File: src/sfps8_pkg.sv
`default_nettype none

package sfps8_pkg;

	// Word widths on the stream ports.
	localparam int unsigned ByteW  = 8;
	localparam int unsigned LenW   = 16;
	localparam int unsigned MDataW = 40;
	localparam int unsigned MUserW = 2;

	// Frame layout constants.
	localparam logic [ByteW-1:0] SYNC_A         = 8'h55;
	localparam logic [ByteW-1:0] SYNC_B         = 8'hAA;
	localparam logic [ByteW-1:0] REPORT_CMD     = 8'd5;
	localparam logic [LenW-1:0]  REPORT_MIN_LEN = 16'd18;
	localparam logic [LenW-1:0]  IDX_STATE      = 16'd4;
	localparam logic [LenW-1:0]  IDX_BATTERY    = 16'd17;

	// Bit positions of the result flags in m_tuser.
	localparam int unsigned USER_OK  = 0;
	localparam int unsigned USER_REP = 1;

endpackage

`default_nettype wire

File: src/serial_frame_parser_sum8.sv
`default_nettype none

// Length-prefixed serial frame parser with an 8-bit running-sum checksum. Each
// input word is one received byte. A frame is 0x55, 0xAA, a version byte, a
// command byte, a big-endian 16-bit length, that many data bytes and a checksum
// byte equal to the wrapping 8-bit sum of every byte before it. Exactly one
// result word leaves per checksum byte, good or bad; all other bytes produce
// nothing. The block takes one byte in every cycle while its result side is
// not stalled: the byte goes into an input register, the parse logic works
// on it in the next cycle and a result lands in the output register. The
// whole path advances whenever the output register is empty or being read,
// so a stalled result holds the input side until it is taken. Data bytes 4
// and 17 are captured on the fly as the contact state and battery level;
// they are reported (and otherwise zero) when the frame is good, its command
// is 5 and its length is at least 18.
module serial_frame_parser_sum8
	import sfps8_pkg::*;
(
	input  wire logic              clk,
	input  wire logic              arst_n,
	input  wire logic              s_tvalid,
	output logic                   s_tready,
	input  wire logic [ByteW-1:0]  s_tdata,   // [7:0] rx_byte
	output logic                   m_tvalid,
	input  wire logic              m_tready,
	output logic [MDataW-1:0]      m_tdata,   // [7:0] command, [23:8] payload_length,
	                                          // [31:24] contact_state, [39:32] battery_level
	output logic [MUserW-1:0]      m_tuser    // [0] frame_ok, [1] report_valid
);

	// Parser phases.
	localparam logic [2:0] PH_SYNC0 = 3'd0;
	localparam logic [2:0] PH_SYNC1 = 3'd1;
	localparam logic [2:0] PH_VER   = 3'd2;
	localparam logic [2:0] PH_CMD   = 3'd3;
	localparam logic [2:0] PH_LENH  = 3'd4;
	localparam logic [2:0] PH_LENL  = 3'd5;
	localparam logic [2:0] PH_DATA  = 3'd6;
	localparam logic [2:0] PH_CHK   = 3'd7;

	// The whole pipe moves when the output register can take a new value.
	logic advance;
	assign advance  = !m_tvalid || m_tready;
	assign s_tready = advance;

	// Input register.
	logic             in_valid_s1;
	logic [ByteW-1:0] in_byte_s1;

	always_ff @(posedge clk or negedge arst_n) begin
		if (!arst_n) begin
			in_valid_s1 <= 1'b0;
		end else if (advance) begin
			in_valid_s1 <= s_tvalid;
		end
	end

	always_ff @(posedge clk) begin
		if (advance && s_tvalid) begin
			in_byte_s1 <= s_tdata;
		end
	end

	// Parser state.
	logic [2:0]       phase_q,   phase_d;
	logic [ByteW-1:0] sum_q,     sum_d;
	logic [ByteW-1:0] cmd_q,     cmd_d;
	logic [LenW-1:0]  len_q,     len_d;
	logic [LenW-1:0]  cnt_q,     cnt_d;
	logic [ByteW-1:0] contact_q, contact_d;
	logic [ByteW-1:0] battery_q, battery_d;

	logic [ByteW-1:0] sum_add;
	logic [LenW-1:0]  len_full;
	logic [LenW-1:0]  cnt_inc;
	logic             emit;
	logic             ok;
	logic             rep;

	assign sum_add  = sum_q + in_byte_s1;
	assign len_full = {len_q[ByteW-1:0], in_byte_s1};
	assign cnt_inc  = cnt_q + 16'd1;
	assign emit     = in_valid_s1 && (phase_q == PH_CHK);
	assign ok       = (sum_q == in_byte_s1);
	assign rep      = ok && (cmd_q == REPORT_CMD) && (len_q >= REPORT_MIN_LEN);

	always_comb begin
		phase_d   = phase_q;
		sum_d     = sum_q;
		cmd_d     = cmd_q;
		len_d     = len_q;
		cnt_d     = cnt_q;
		contact_d = contact_q;
		battery_d = battery_q;
		case (phase_q)
			PH_SYNC0: begin
				// Anything but the first sync byte is skipped while hunting.
				if (in_byte_s1 == SYNC_A) begin
					sum_d   = in_byte_s1;
					phase_d = PH_SYNC1;
				end
			end
			PH_SYNC1: begin
				// A wrong second sync byte is consumed and the hunt restarts.
				if (in_byte_s1 == SYNC_B) begin
					sum_d   = sum_add;
					phase_d = PH_VER;
				end else begin
					phase_d = PH_SYNC0;
				end
			end
			PH_VER: begin
				sum_d   = sum_add;
				phase_d = PH_CMD;
			end
			PH_CMD: begin
				sum_d     = sum_add;
				cmd_d     = in_byte_s1;
				len_d     = '0;
				contact_d = '0;
				battery_d = '0;
				phase_d   = PH_LENH;
			end
			PH_LENH: begin
				sum_d   = sum_add;
				len_d   = {{(LenW-ByteW){1'b0}}, in_byte_s1};
				cnt_d   = '0;
				phase_d = PH_LENL;
			end
			PH_LENL: begin
				// An empty payload goes straight to the checksum byte.
				sum_d   = sum_add;
				len_d   = len_full;
				cnt_d   = '0;
				phase_d = (len_full == '0) ? PH_CHK : PH_DATA;
			end
			PH_DATA: begin
				sum_d = sum_add;
				if (cnt_q == IDX_STATE) begin
					contact_d = in_byte_s1;
				end
				if (cnt_q == IDX_BATTERY) begin
					battery_d = in_byte_s1;
				end
				cnt_d = cnt_inc;
				if (cnt_inc == len_q) begin
					phase_d = PH_CHK;
				end
			end
			PH_CHK: begin
				phase_d = PH_SYNC0;
			end
			default: begin
				phase_d = PH_SYNC0;
			end
		endcase
	end

	always_ff @(posedge clk or negedge arst_n) begin
		if (!arst_n) begin
			phase_q   <= PH_SYNC0;
			sum_q     <= '0;
			cmd_q     <= '0;
			len_q     <= '0;
			cnt_q     <= '0;
			contact_q <= '0;
			battery_q <= '0;
		end else if (advance && in_valid_s1) begin
			phase_q   <= phase_d;
			sum_q     <= sum_d;
			cmd_q     <= cmd_d;
			len_q     <= len_d;
			cnt_q     <= cnt_d;
			contact_q <= contact_d;
			battery_q <= battery_d;
		end
	end

	// Output register.
	always_ff @(posedge clk or negedge arst_n) begin
		if (!arst_n) begin
			m_tvalid <= 1'b0;
		end else if (advance) begin
			m_tvalid <= emit;
		end
	end

	always_ff @(posedge clk) begin
		if (advance && emit) begin
			m_tdata  <= {rep ? battery_q : {ByteW{1'b0}},
			             rep ? contact_q : {ByteW{1'b0}},
			             len_q, cmd_q};
			m_tuser  <= {rep, ok};
		end
	end

endmodule

`default_nettype wire

File: config.mk
export PLATFORM = sky130hd
export DESIGN_NAME = serial_frame_parser_sum8
export DESIGN_NICKNAME = d
export VERILOG_FILES = /design/src/sfps8_pkg.sv /design/src/serial_frame_parser_sum8.sv
export SDC_FILE = /design/constraint.sdc
export NUM_CORES = 1
export LEC_CHECK = 0
export BUFFER_PORTS_ARGS = -buffer_cell sky130_fd_sc_hd__buf_2
export CELL_PAD_IN_SITES_DETAIL_PLACEMENT = 0
export CELL_PAD_IN_SITES_GLOBAL_PLACEMENT = 1
export CORE_ASPECT_RATIO = 0.9
export CORE_MARGIN = 10
export CORE_UTILIZATION = 43
export DETAILED_ROUTE_END_ITERATION = 8
export PLACE_DENSITY_LB_ADDON = 0.1
export SETUP_SLACK_MARGIN = 0.02
export SLEW_MARGIN = 30
export SYNTH_ARGS = -nofsm -noshare
export SYNTH_HDL_FRONTEND = slang
export SYNTH_SLANG_ARGS = --single-unit
File: constraint.sdc
create_clock -name clk -period 2.54 [get_ports clk]
set_input_delay 0 -clock clk [delete_from_list [all_inputs] [get_ports clk]]
set_output_delay 0 -clock clk [all_outputs]
set_load 0.02 [all_outputs]
==> summary.txt <==
status -> finished, final reports clean
synthesized area per cell -> 11.31 um2
GRT Util Overall -> 15.26%
initial core utilization -> 44.07%
Sink Count -> 119
WP buf/inv -> 0
Final Hold Fails -> 0
EDFF count, synth -> 50
arrival time worst endpoint -> 2.68 ns
WL/cell -> 17.68 um
f_max -> 0.4202 GHz
fin crit share -> 93.70%
Design Area, Final -> 6952 um2
adder-cell share of the synthesized area -> 2.576%
Synth area leader -> dfrtp_1
most common flop cell mapped by yosys -> dfrtp_1
Die Ht -> 128.6 um
Compound-Gate Fraction of Synth Area -> 11.06%
die width -> 140.7 um
1st-iter DRT viols -> 286
CP top delay family -> compound AO/OA/AOI/OAI gates
Clock Root Buffer -> clkbuf_16
Die Area -> 18090 um2
flops & latches, synth -> 119
post-synth top area share -> 30.65%
vias in the first global route -> 3990
Post-Synthesis Cells -> 498
Worst VDD drop -> 0.3827 mV
most common cell after layout, fill and taps aside -> dfrtp_1
first-pass detailed-route iteration total -> 4
synth unique cells -> 60
slowest stage delay, CP -> 0.49 ns
Worst Skew -> 0.008342 ns
CP max-delay cell -> or4b_1
Layout area overhead -> 23.38%
final setup fails -> 0
Post-Synth XOR/XNOR Area -> 3.531%
GPL Wtd Cong -> 0.8238
Crit path required time -> 2.84 ns
post-synthesis mux area share -> 5.152%
Setup CP Type -> reg -> reg
power per cell area -> 851.8 nW/um2
max_cap viols -> 0
Post-Syn Nets -> 521
worst hold path type -> in -> async
Setup crit end kind -> register
I/O Buffers -> 55
relative slew slack -> 50.13%
Seq/Total Area, Yosys -> 57.30%
Clock Tree Buf Depth -> 2
Post-route DRC -> 0
Routed WL -> 13.45 mm
CTS tree -> done
crit path launch type -> register
H-tree depth -> 4
RSZ-0062 raised after global routing -> no
CTS clk-pin slew, worst paths -> 0.06 ns
worst-skew pair later-pin latency -> 0.42 ns
dpl cells -> 716
CTS Buf Count -> 17
Total Nets Final -> 607
first-pass GRT wire length -> 21.75 mm
Placeable Area -> 12780 um2
Synth Cell Area -> 5634 um2
largest family of logic cells by synthesized area -> simple AND/OR/NAND/NOR gates
share of cells above drive strength 1 -> 25.80%
critical path depth -> 7
ranking of synthesized cells by area -> dfrtp_1, edfxtp_1, mux2_2
Pleak -> 0.003096 uW
initial antenna violation count -> 0
maximum number of pins on one net before global-route repair -> 43
dpl cell area -> 6232 um2
DPL Wire Length -> 9.367 mm
non-filler instance count after layout -> 761
Synth Warn # -> 0
Reg2Reg Depth -> 7
Antenna Violating Nets Remaining -> 0
Max Transition Viols Final -> 0
via count -> 4107
final setup TNS -> 0 ns
Final min period -> 2.380 ns
CP cell instances -> ha_1, a21o_1, a21oi_1, o211ai_1, and3_2, or4b_1, o311ai_0
I/O Pins -> 56
total gr overflow -> 0
row count -> 39
most frequent cells in the layout -> dfrtp_1, nand2_1, buf_2
simple-gate area share of the yosys netlist -> 17.46%
final antenna diode count -> 0
Worst Max-Slew Pin Slew -> 0.7480 ns
Crit Path Max Fanout -> 6
via/cell ratio -> 5.397
Final Util -> 54.37%
post-synthesis async set-or-reset flop share -> 57.98%
==> area by class of cell <==
| type | count | area (um2) |
|---|---|---|
| fill | 1135 | 5833 |
| sequential | 119 | 3229 |
| multi-input combinational | 338 | 2258 |
| timing repair buffer | 95 | 630.6 |
| clock buffer | 20 | 446.7 |
| tap | 164 | 205.2 |
| clock inverter | 12 | 128.9 |
| inverter | 13 | 52.55 |
==> synth_stat cells, drive strengths merged (2+ instances only) <==
cell type and count:
a31oi 3, mux2i 2, a211oi 2, ha 10
o211ai 2, mux2 24, buf 12, nor3 11
xor2 10, o21ai 41, o311ai 2, and2 30
and3 9, o41a 2, nand2b 2, nand2 60
inv 13, dfrtp 69, a21oi 13, edfxtp 50
o31ai 11, nand3 20, nand4 8, and4 5
nor3b 2, nor4 10, nor2 17, a21o 4
nor4b 3, nor2b 4, clkbuf 16, o31a 2
xnor2 10, or4b 2
==> layer usage <==
layer  wire (um)  up-vias  global-route usage, %
met2        5611      112                  20.35
met1        6768     1993                  22.18
met4         169        0                  5.643
met3         902       17                  5.223
met5           0        -                      0
li1            -     1985                      -
==> logic make-up (layout without fill, tap and decap cells) <==
kind of cell,Yosys count,in the layout
XOR/XNOR,21,21
adder cells (fa/ha/maj),11,11
flip-flops,119,119
multiplexers,26,26
AO/OA/AOI/OAI,93,93
buffers and inverters,41,140
AND/OR/NAND/NOR,187,187
==> stage by stage <==
step	hold WS, ns	setup slack (ns)	total power (uW)
6_report	0.1856	0.1599	5922
5_1_grt	0.2620	0.04546	6245
4_1_cts	0.2017	0.1256	5962
3_5_place_dp	0.1180	0.1332	3604
3_3_place_gp	0.1031	0.2065	3587
2_1_floorplan	-0.2956	0.08723	3233
==> state kept, by name, indices dropped and copies added (netlist names) <==
| name | flops |
|---|---|
| phase_q | 3 |
| contact_q | 8 |
| len_q | 16 |
| in_valid_s1 | 1 |
| sum_q | 8 |
| cmd_q | 8 |
| m_tuser | 2 |
| cnt_q | 16 |
| m_tvalid | 1 |
| in_byte_s1 | 8 |
| battery_q | 8 |
| m_tdata | 40 |
==> final timing paths <==
kind | start | endpoint | slack, ns
worst max-delay path | in_byte_s1[1] | sum_q[7] | 0.16
worst max register to register | in_byte_s1[1] | sum_q[7] | 0.16
worst min-delay path | arst_n | cnt_q[10] | 0.19
max in group asynchronous | arst_n | battery_q[7] | 1.66
worst min register to register | cmd_q[0] | m_tdata[0] | 0.48
min in group clk | s_tdata[2] | in_byte_s1[2] | 0.29
==> report_power, final <==
group / total (uW) / internal, uW / leakage, uW / switching, uW
clock network: 2330 / 1460 / 0.000278 / 869
registers: 2440 / 2210 / 0.00146 / 230
logic: 1150 / 504 / 0.00136 / 645
total: 5920 / 4180 / 0.00310 / 1740
==> timing repair <==
item / in CTS / in global routing
buffers inserted: 0 / 1
resized for setup: 0 / 4
endpoints found under the setup margin: 0 / 1
hold buffers: 12 / 0
endpoints found under the hold margin: 38 / 0
Power figures use the tool's default switching activity.
